**src/hdl/shape_spec_byte_validator_core_macros.svh**
```systemverilog
// Assertion macros shared by the shape spec-byte validator RTL.
// No dependencies; include by bare file name inside a module body.
`ifndef SHAPE_SPEC_BYTE_VALIDATOR_CORE_MACROS_SVH
`define SHAPE_SPEC_BYTE_VALIDATOR_CORE_MACROS_SVH

// Same-cycle implication, disabled while reset is asserted.
`define SBV_ASSERT_NOW(label, clk, rst_n, ante, cons, msg) \
    label: assert property (@(posedge clk) disable iff (!(rst_n)) (ante) |-> (cons)) \
        else $error(msg);

// Next-cycle implication, disabled while reset is asserted.
`define SBV_ASSERT_NEXT(label, clk, rst_n, ante, cons, msg) \
    label: assert property (@(posedge clk) disable iff (!(rst_n)) (ante) |=> (cons)) \
        else $error(msg);

`endif

```
**src/hdl/sbv_pkg.sv**
```systemverilog
// Types and constants for the shape spec-byte validator.
// No dependencies; imported by sbv_decode, the top level and the bench files.
package sbv_pkg;

    // Command numbers; the end code doubles as "no command pending".
    typedef enum logic [3:0] {
        CMD_END       = 4'd0,
        CMD_PEN_DOWN  = 4'd1,
        CMD_PEN_UP    = 4'd2,
        CMD_DIV_SCALE = 4'd3,
        CMD_MUL_SCALE = 4'd4,
        CMD_PUSH      = 4'd5,
        CMD_POP       = 4'd6,
        CMD_SUBSHAPE  = 4'd7,
        CMD_LINE      = 4'd8,
        CMD_MULTILINE = 4'd9,
        CMD_OCTARC    = 4'd10,
        CMD_FRACARC   = 4'd11,
        CMD_ARC       = 4'd12,
        CMD_MULTIARC  = 4'd13,
        CMD_DONEXT    = 4'd14,
        CMD_ZERO_VEC  = 4'd15
    } cmd_t;

    // Verdict codes; codes 3..15 equal the offending command number.
    typedef enum logic [3:0] {
        ERR_NONE         = 4'd0,
        ERR_LAST_NONZERO = 4'd1,
        ERR_EARLY_END    = 4'd2,
        ERR_DIV_SCALE    = 4'd3,
        ERR_MUL_SCALE    = 4'd4,
        ERR_PUSH         = 4'd5,
        ERR_POP          = 4'd6,
        ERR_SUBSHAPE     = 4'd7,
        ERR_LINE         = 4'd8,
        ERR_MULTILINE    = 4'd9,
        ERR_OCTARC       = 4'd10,
        ERR_FRACARC      = 4'd11,
        ERR_ARC          = 4'd12,
        ERR_MULTIARC     = 4'd13,
        ERR_DONEXT       = 4'd14,
        ERR_ZERO_VEC     = 4'd15
    } err_t;

    // Phase within a coordinate pair of multi-line / multi-arc.
    typedef enum logic [1:0] {
        PH_FIRST = 2'd0,
        PH_SECOND = 2'd1,
        PH_BULGE = 2'd2,
        PH_UNUSED = 2'd3
    } phase_t;

    localparam logic [2:0] MAX_STACK_DEPTH = 3'd4;

    localparam logic [2:0] OPS_ONE   = 3'd1;
    localparam logic [2:0] OPS_TWO   = 3'd2;
    localparam logic [2:0] OPS_THREE = 3'd3;
    localparam logic [2:0] OPS_FIVE  = 3'd5;
    localparam logic [2:0] OPS_NONE  = 3'd0;

    typedef struct packed {
        logic [2:0] stack_depth;
        cmd_t       pending_cmd;
        logic [2:0] operands_left;
        phase_t     pair_phase;
        logic       pair_first_zero;
        logic       do_next_pending;
        err_t       first_error;
    } sbv_state_t;

    localparam sbv_state_t SHAPE_CLEAR = '{
        stack_depth:     3'd0,
        pending_cmd:     CMD_END,
        operands_left:   OPS_NONE,
        pair_phase:      PH_FIRST,
        pair_first_zero: 1'b0,
        do_next_pending: 1'b0,
        first_error:     ERR_NONE
    };

endpackage

```
**src/hdl/sbv_decode.sv**
```systemverilog
// Per-byte decoder: next shape state and verdict for one spec byte.
// Depends on sbv_pkg; purely combinational.
module sbv_decode (
    input  sbv_pkg::sbv_state_t state_cur,
    input  logic [7:0]          spec_byte,
    input  logic                last_byte,
    input  logic                unicode_mode,
    output sbv_pkg::sbv_state_t state_next,
    output sbv_pkg::err_t       verdict
);
    import sbv_pkg::*;

    sbv_state_t st;
    err_t       fe;
    cmd_t       cmd;
    logic       is_small;
    logic       takes_ops;
    logic [2:0] count;
    logic [2:0] ops_dec;

    assign cmd      = cmd_t'(spec_byte[3:0]);
    assign is_small = (spec_byte[7:4] == 4'd0);
    assign ops_dec  = (state_cur.operands_left != OPS_NONE)
                      ? state_cur.operands_left - 3'd1 : OPS_NONE;

    always_comb begin
        st = state_cur;
        st.do_next_pending = 1'b0;
        fe = state_cur.first_error;
        takes_ops = 1'b0;
        count = OPS_NONE;

        // Do-next target landing on the last byte.
        if (state_cur.do_next_pending && last_byte && fe == ERR_NONE) begin
            fe = ERR_DONEXT;
        end

        if (state_cur.pending_cmd != CMD_END) begin
            // Operand byte of the pending command.
            if (last_byte && fe == ERR_NONE) begin
                fe = err_t'(state_cur.pending_cmd);
            end
            if (state_cur.pending_cmd == CMD_MULTILINE ||
                state_cur.pending_cmd == CMD_MULTIARC) begin
                if (state_cur.pair_phase == PH_FIRST) begin
                    st.pair_first_zero = (spec_byte == 8'd0);
                    st.pair_phase = PH_SECOND;
                end else if (state_cur.pair_phase == PH_SECOND) begin
                    if (state_cur.pair_first_zero && spec_byte == 8'd0) begin
                        st.pending_cmd = CMD_END;
                        st.pair_phase = PH_FIRST;
                    end else begin
                        st.pair_phase = (state_cur.pending_cmd == CMD_MULTIARC)
                                        ? PH_BULGE : PH_FIRST;
                    end
                end else begin
                    st.pair_phase = PH_FIRST;
                end
            end else begin
                st.operands_left = ops_dec;
                if (ops_dec == OPS_NONE) begin
                    st.pending_cmd = CMD_END;
                end
            end
        end else if (is_small) begin
            unique case (cmd)
                CMD_END: begin
                    if (!last_byte && fe == ERR_NONE) begin
                        fe = ERR_EARLY_END;
                    end
                end
                CMD_PEN_DOWN, CMD_PEN_UP: begin
                end
                CMD_DIV_SCALE, CMD_MUL_SCALE: begin
                    takes_ops = 1'b1;
                    count = OPS_ONE;
                end
                CMD_PUSH: begin
                    if (state_cur.stack_depth >= MAX_STACK_DEPTH) begin
                        if (fe == ERR_NONE) fe = ERR_PUSH;
                    end else begin
                        st.stack_depth = state_cur.stack_depth + 3'd1;
                    end
                end
                CMD_POP: begin
                    if (state_cur.stack_depth == 3'd0) begin
                        if (fe == ERR_NONE) fe = ERR_POP;
                    end else begin
                        st.stack_depth = state_cur.stack_depth - 3'd1;
                    end
                end
                CMD_SUBSHAPE: begin
                    takes_ops = 1'b1;
                    count = unicode_mode ? OPS_TWO : OPS_ONE;
                end
                CMD_LINE, CMD_OCTARC: begin
                    takes_ops = 1'b1;
                    count = OPS_TWO;
                end
                CMD_MULTILINE, CMD_MULTIARC: begin
                    takes_ops = 1'b1;
                    count = OPS_NONE;
                end
                CMD_FRACARC: begin
                    takes_ops = 1'b1;
                    count = OPS_FIVE;
                end
                CMD_ARC: begin
                    takes_ops = 1'b1;
                    count = OPS_THREE;
                end
                CMD_DONEXT: begin
                    if (last_byte) begin
                        if (fe == ERR_NONE) fe = ERR_DONEXT;
                    end else begin
                        st.do_next_pending = 1'b1;
                    end
                end
                CMD_ZERO_VEC: begin
                    if (fe == ERR_NONE) fe = ERR_ZERO_VEC;
                end
            endcase
            if (takes_ops) begin
                if (last_byte && fe == ERR_NONE) begin
                    fe = err_t'(cmd);
                end
                st.pending_cmd = cmd;
                st.operands_left = count;
                st.pair_phase = PH_FIRST;
                st.pair_first_zero = 1'b0;
            end
        end

        st.first_error = fe;
        verdict = (spec_byte != 8'd0) ? ERR_LAST_NONZERO : fe;
        state_next = last_byte ? SHAPE_CLEAR : st;
    end

endmodule

```
**src/hdl/shape_spec_byte_validator_core.sv**
```systemverilog
// Shape spec-byte validator, top level: handshakes, shape state, result register.
// Depends on sbv_pkg, sbv_decode and shape_spec_byte_validator_core_macros.svh.
//
//  channel | dir | tdata                        | tlast
//  --------+-----+------------------------------+--------------------------
//  s_      | in  | [7:0] spec_byte              | last_byte
//  m_      | out | [3:0] error_code, [7:4] zero | shape_done (always 1)
//  cfg_    | in  | cfg_wdata: unicode_mode      | -
//
// One item per cycle: each accepted byte updates the shape state in the
// same clock edge, and the verdict is registered into the result register
// when the last byte is accepted. The state update is a single decoder pass
// between the state registers and the result register. A waiting verdict
// stalls input only while m_tready is low. Synchronous active-low reset
// clears the shape state, the result valid flag and unicode_mode.
module shape_spec_byte_validator_core (
    input  logic       aclk,
    input  logic       aresetn,
    // Configuration
    input  logic       cfg_wen,
    input  logic       cfg_wdata,   // [0] unicode_mode
    // Input stream
    input  logic       s_tvalid,
    output logic       s_tready,
    input  logic [7:0] s_tdata,     // [7:0] spec_byte
    input  logic       s_tlast,     // last_byte
    // Result stream
    output logic       m_tvalid,
    input  logic       m_tready,
    output logic [7:0] m_tdata,     // [3:0] error_code, [7:4] zero
    output logic       m_tlast      // shape_done
);
    import sbv_pkg::*;
    `include "shape_spec_byte_validator_core_macros.svh"

    sbv_state_t state_reg;
    sbv_state_t state_next;
    err_t       verdict;
    err_t       code_reg;
    logic       m_valid_reg;
    logic       unicode_reg;
    logic       s_fire;

    // Accept while the result register is empty or being drained.
    assign s_tready = !m_valid_reg || m_tready;
    assign s_fire   = s_tvalid && s_tready;

    sbv_decode u_decode (
        .state_cur    (state_reg),
        .spec_byte    (s_tdata),
        .last_byte    (s_tlast),
        .unicode_mode (unicode_reg),
        .state_next   (state_next),
        .verdict      (verdict)
    );

    // Configuration register: take bit 0 on every write.
    always_ff @(posedge aclk) begin
        if (!aresetn) begin
            unicode_reg <= 1'b0;
        end else if (cfg_wen) begin
            unicode_reg <= cfg_wdata;
        end
    end

    // Shape state: advance on every accepted byte, clear after the last one.
    always_ff @(posedge aclk) begin
        if (!aresetn) begin
            state_reg <= SHAPE_CLEAR;
        end else if (s_fire) begin
            state_reg <= state_next;
        end
    end

    // Result register: load the verdict on the last byte, drop it once taken.
    always_ff @(posedge aclk) begin
        if (!aresetn) begin
            m_valid_reg <= 1'b0;
        end else if (s_fire && s_tlast) begin
            m_valid_reg <= 1'b1;
        end else if (m_tready) begin
            m_valid_reg <= 1'b0;
        end
    end

    always_ff @(posedge aclk) begin
        if (s_fire && s_tlast) begin
            code_reg <= verdict;
        end
    end

    assign m_tvalid = m_valid_reg;
    assign m_tdata  = {4'd0, code_reg};
    assign m_tlast  = 1'b1;

    // Checks on the shape state and the verdict path.
    `SBV_ASSERT_NOW(a_depth_limit, aclk, aresetn, 1'b1,
        state_reg.stack_depth <= MAX_STACK_DEPTH, "stack depth above limit")
    `SBV_ASSERT_NOW(a_ops_need_cmd, aclk, aresetn, state_reg.operands_left != OPS_NONE,
        state_reg.pending_cmd != CMD_END, "operands counted with no pending command")
    `SBV_ASSERT_NEXT(a_clear_after_last, aclk, aresetn, s_fire && s_tlast,
        state_reg == SHAPE_CLEAR && m_valid_reg, "shape state not cleared after last byte")
    `SBV_ASSERT_NEXT(a_nonzero_last, aclk, aresetn, s_fire && s_tlast && s_tdata != 8'd0,
        code_reg == ERR_LAST_NONZERO, "nonzero last byte did not give its verdict")

endmodule

```
**config.mk**
```make
export PLATFORM = sky130hd
export DESIGN_NAME = shape_spec_byte_validator_core
export DESIGN_NICKNAME = d
export VERILOG_FILES = /design/src/hdl/sbv_pkg.sv /design/src/hdl/sbv_decode.sv /design/src/hdl/shape_spec_byte_validator_core.sv
export VERILOG_INCLUDE_DIRS = /design/src /design/src/hdl
export SDC_FILE = /design/constraint.sdc
export NUM_CORES = 1
export LEC_CHECK = 0
export BUFFER_PORTS_ARGS = -buffer_cell sky130_fd_sc_hd__buf_2
export CORE_MARGIN = 3
export CORE_UTILIZATION = 56
export CTS_CLUSTER_DIAMETER = 60
export CTS_CLUSTER_SIZE = 25
export DETAILED_ROUTE_END_ITERATION = 16
export HOLD_SLACK_MARGIN = 0.12
export MAX_ROUTING_LAYER = met4
export PLACE_DENSITY = 0.77
export SLEW_MARGIN = 20
export SYNTH_ARGS = -nofsm -noshare
export SYNTH_HDL_FRONTEND = slang
export SYNTH_SLANG_ARGS = --single-unit
```
**constraint.sdc**
```tcl
create_clock -name aclk -period 2.7 [get_ports aclk]
set_input_delay 0.135 -clock aclk [delete_from_list [all_inputs] [get_ports aclk]]
set_output_delay 0.135 -clock aclk [all_outputs]
set_load 0.02 [all_outputs]
```
======== Word level (Yosys, flattened, before mapping) ========
Index checks and enable logic that the tools add are counted.
storage, ports and cells
  flip-flop bits (word level) ............. 24
  output and inout port bits .............. 11
  logic and storage cells ................. 124
cells by class
  add/sub/neg operators ................... 3
  magnitude comparators ................... 1
  equal/unequal tests ..................... 26
  mux-type cells .......................... 47
  reduce and logical (&&, ||, !) cells .... 37
operators with widths
  cell                                                  number
  two-way mux 4 bit                                     21
  equality test 4 bit (second input constant)           10
  zero test 4 bit                                       5
  two-way mux 10 bit                                    2
  case mux 4 bit (5 select lines)                       1
  two-way mux 18 bit                                    1
  two-way mux 3 bit                                     6
  equality test 4 x 3 -> 1 bit (second input constant)  4
  != test 4 bit (second input constant)                 4
  != test 3 bit (second input constant)                 5
  case mux 3 bit (5 select lines)                       1
  two-way mux 14 bit                                    1
  nonzero test 3 bit                                    4
  two-way mux 2 bit                                     5
  OR reduction 9 bit                                    1
  logical AND 1 bit                                     8
  zero test 8 bit                                       1
  two-way mux 1 bit                                     8
  AND reduction 4 bit                                   2
  nonzero test 8 bit                                    1
  AND reduction 7 bit                                   1
  zero test 3 bit                                       2
  case mux 3 bit (2 select lines)                       1
  AND reduction 6 bit                                   1
  13 further kinds                                      18

======== Logic depth before layout (Yosys ltp) ========
  word-level depth ........................ 16
  gate-level depth with buffers ........... 8

======== Modules after synthesis ========
Synthesis repeated with hierarchy kept, for this count alone.
unflattened totals
  cells, all modules ...................... 295
  area total of the unflattened synthesis .. 2172.1 µm²
by module, submodules not included
  module                          instances  cells each  area an instance (µm²)  seq. area each (µm²)
  sbv_decode                      1          197         1184.9                  0.0
  shape_spec_byte_validator_core  1          98          987.2                   520.5

======== Least setup slack after synthesis ========
No wires, ideal clock.
  path kind ............................... reg-to-reg
  start ................................... register state_reg[12] in the netlist's numbering
  end ..................................... register state_reg[17] in the netlist's numbering
  library setup time ...................... 0.115 ns
  arrival ................................. 1.803 ns
  required time ........................... 2.585 ns
  setup slack ............................. 0.782 ns
  stages on the path, launching flop included .. 8
  path buffers ............................ 1
  clock period less this slack ............ 1.918 ns
  path through ............................ dfxtp_1 -> or4_1 -> buf_2 -> nor2_4 -> o2111a_1 -> o21ai_1 -> o21a_1 -> o21a_1
between the ends
  cells in the longest elaborated chain, start to end .. 3
ends and longest elaborated chain
  element                               line                                  text
  from (decl)                           shape_spec_byte_validator_core.sv:36  sbv_state_t state_reg;
  from (signal assigned)                shape_spec_byte_validator_core.sv:71  state_reg <= state_next;
  nonzero test 4 bit                    sbv_decode.sv:38                      if (state_cur.pending_cmd != CMD_END) begin
  != test 2 bit (no source line)        --
  AND reduction 6 bit (no source line)  --
No other way between the ends.
A chain may end at the register's enable or synchronous reset.

======== Worst setup path after layout ========
  start ................................... register state_reg[12] in the netlist's numbering
  end ..................................... register state_reg[11] in the netlist's numbering
between the ends
  cells in the longest elaborated chain, start to end .. 5
  elaborated cells on any way between the ends .. 14
ends and longest elaborated chain
  element
  branches (longest 5 deep; another with AND reduction 7 bit)
Parallel ways; which one is timed is not known.

==> flow_metrics.env <==
export IMPL_min_period_ns=2.216
export IMPL_final_cells=260
export IMPL_start_kind="flop"
export IMPL_pwr_density_cell_nw_per_um2=406.3
export IMPL_power_total_mw=0.7564
export IMPL_grt_overflow=0
export IMPL_numPortBuffers=20
export IMPL_cts_tree="built"
export IMPL_cp_depth=6
export IMPL_r2r_cells=6
export IMPL_synth_simple_area_share=0.3373
export IMPL_peakVddDrop_uv=233.6
export IMPL_drt_total_wl_um=4392
export IMPL_max_freq_ghz=0.4513
export IMPL_drcViolationCount=0
export IMPL_r2r_end="state_reg[11]"
export IMPL_finalClockSkew_ns=0.002610
export IMPL_place_ws_ns=0.5733
export IMPL_start_util=0.6006
export IMPL_synth_top_family_by_area="simple AND/OR/NAND/NOR gates"
export IMPL_root_buffer="clkbuf_4"
export IMPL_final_setup_tns_ns=0
export IMPL_synth_edf_count=4
export IMPL_crit_type="flop to flop"
export IMPL_ff_latch_area_um2=520.5
export IMPL_ctsLongestPathBuffers=2
export IMPL_slowest_stage="or4_1"
export IMPL_antenna_found_initial=0
export IMPL_critPathMaxStageDelay_ns=0.72
export IMPL_dp_cells=253
export IMPL_clkLatencyLatePin_ns=0.32
export IMPL_clock_sinks=24
export IMPL_grt_max_degree=23
export IMPL_syn_area_um2=1699
export IMPL_num_vias=1698
export IMPL_io_pins=26
export IMPL_track_usage=0.2633
export IMPL_p_comb_frac=0.161
export IMPL_setup_worst_path_start="state_reg[12]"
export IMPL_path_max_fanout=7
export IMPL_status="finished, final reports clean"
export IMPL_drtIter0Drc=171
export IMPL_hold_depth=3
export IMPL_ys_seq_area_frac=0.3063
export IMPL_yosys_area_top_type_share=0.2356
export IMPL_multiInputGateArea_um2=1097
export IMPL_cts_resized=0
export IMPL_core_rowCount=19
export IMPL_p_seq_frac=0.492
export IMPL_via_per_inst=6.531
export IMPL_cts_buffers=3
export IMPL_crit_end="state_reg[11]"
export IMPL_period_share=0.8207
export IMPL_synth_seq_cells=24
export IMPL_intPower_mw=0.5624
export IMPL_core_um2=2829
export IMPL_hold_class="input pin to flop"
export IMPL_nets=246
export IMPL_grt_pass1_vias=1575
export IMPL_n_fill_cell=239
export IMPL_fin_ws_ns=0.4841
export IMPL_min_delay_start="m_tready"
export IMPL_synth_cells=213
export IMPL_die_h_um=61.09
export IMPL_cap_violations=0
export IMPL_synth_top_flop_cell="dfxtp_1"
export IMPL_async_reset_ff_frac=0
export IMPL_drive_gt1_frac=0.1572
export IMPL_dieArea_um2=3731
export IMPL_slew_limit_headroom=0.6419
export IMPL_p_clk_frac=0.348
export IMPL_wl_per_cell_um=16.89
export IMPL_diodes=0
export IMPL_worst_pin_slew_ns=0.5323
export IMPL_path_clk_slew_ns=0.13
export IMPL_synth_cell_types=58
export IMPL_largest_reg_flops=18
export IMPL_cp_num_buf_inv=0
export IMPL_grt_pass1_wl_um=7148
export IMPL_regToRegSetupSlack_ns=0.48
export IMPL_yosysTopAreaCell="dfxtp_1"
export IMPL_p_leak_nw=0.6758
export IMPL_gp_congestion=0.9359
export IMPL_syn_avg_cell_area_um2=7.977
export IMPL_hpwl_um=3175
export IMPL_setup_viol=0
export IMPL_hold_violations=0
export IMPL_synth_adder_area_share=0.01178
export IMPL_required_ns=2.93
export IMPL_synth_compound_area_frac=0.2570
export IMPL_crit_arrival_ns=2.44
export IMPL_switching_share=0.2565
export IMPL_synth_area_top_cells="dfxtp_1 24%, edfxtp_1 7.1%, nor2_1 4.2%"
export IMPL_critical_path_top_delay_family="simple AND/OR/NAND/NOR gates"
export IMPL_die_width_um=61.09
export IMPL_r2r_start="state_reg[12]"
export IMPL_muxShareOfSynthArea=0.02356
export IMPL_cp_cell_sequence="or4_1, o21ai_0, a21oi_1, a221oi_4, mux2i_1, nor2b_1"
export IMPL_yosysWarnings=0
export IMPL_endpoint_kind="flop"
export IMPL_rsz0062_at_grt="no"
export IMPL_maxSlewViolCount=0
export IMPL_htree_levels=1
export IMPL_p_switching_mw=0.1940
export IMPL_ant_nets=0
export IMPL_first_pass_iters=5
export IMPL_final_util=0.6581
export IMPL_area_growth_pct=9.573
export IMPL_postCtsSetupBuffers=0
export IMPL_synth_xor_area_share=0.005155
layout make-up:
cell class	count	area share
Tap cell	31	0.02083
Clock inverter	1	0.01613
Clock buffer	3	0.01210
Inverter	2	0.004032
Multi-Input combinational cell	174	0.5894
Sequential cell	24	0.2796
Timing Repair Buffer	25	0.07796
cell usage after synthesis, drive strengths merged (6+ instances only):
library cell	instances
a21boi	7
a21oi	13
and2	6
buf	10
clkbuf	6
dfxtp	20
nand2	18
nand2b	7
nand3	9
nor2	21
nor2b	8
nor3	10
o21a	7
o21ai	12
stage by stage:
stage | hold slack (ns) | area (um2)
detailed placement | 0.4194 | 1779
finish | 0.1773 | 1862
CTS | 0.1633 | 1862
global route | 0.1744 | 1862
floorplan | 0.2786 | 1710
global placement | 0.3899 | 1779
worst reg2reg max path: cells and delay by family (launching register included):
kind,cells,cell delay (ns)
and+or+nand+nor,2,0.79
DFF,1,0.39
muxes,1,0.26
AOI/OAI and AO/OA,3,0.69
cells in the final DEF, fill, tap and decap left out, drive strengths merged, types with 4 or more instances in the layout:
cell type  synthesis  final
o21a               7      7
nor2              21     21
nand3              9      9
edfxtp             4      4
a211oi             4      4
buf               10     22
nand2b             7      7
nor3              10     10
a21oi             13     13
nand2             18     18
dfxtp             20     20
o21ai             12     12
a21boi             7      7
nor2b              8      8
mux2i              4      4
conb               2      5
and2               6      6
and3               4      4
worst min path at each step:
| stage | to | slack [ns] |
|---|---|---|
| after floorplan | state_reg[0] | 0.28 |
| after global placement | unicode_reg | 0.39 |
| after detailed placement | unicode_reg | 0.42 |
| after CTS | m_tvalid | 0.16 |
| after global routing | state_reg[13] | 0.17 |
| final | m_tvalid | 0.18 |
kinds of logic after synthesis:
logic type	after synthesis
XOR/XNOR	1
flip-flops	24
AO/OA/AOI/OAI	61
buffers and inverters	18
multiplexers	4
adder cells (fa/ha/maj)	1
other	2
AND/OR/NAND/NOR	102
power groups by stage:
stage	logic, mW	clock network (mW)	registers, mW
global placement	0.112	0	0.379
global route	0.133	0.279	0.373
floorplan	0.0857	0	0.382
detailed placement	0.114	0	0.380
CTS	0.119	0.266	0.372
finish	0.122	0.263	0.372
layer usage:
layer / part of all wire / wire length (um) / vias up / GRT usage
met1: 0.42 / 1858 / 795 / 0.3209
met5: 0 / 0 / - / -
met4: 0.032 / 140 / 0 / 0.1300
li1: - / - / 807 / -
met3: 0.060 / 265 / 16 / 0.04193
met2: 0.48 / 2127 / 80 / 0.4199
what timing repair did:
action / 4_1_cts / 5_1_grt
endpoints found under the hold margin: 2 / 0
hold buffers: 3 / 0
endpoints found under the setup margin: 0 / 0
(Power assumes the default switching activity.)
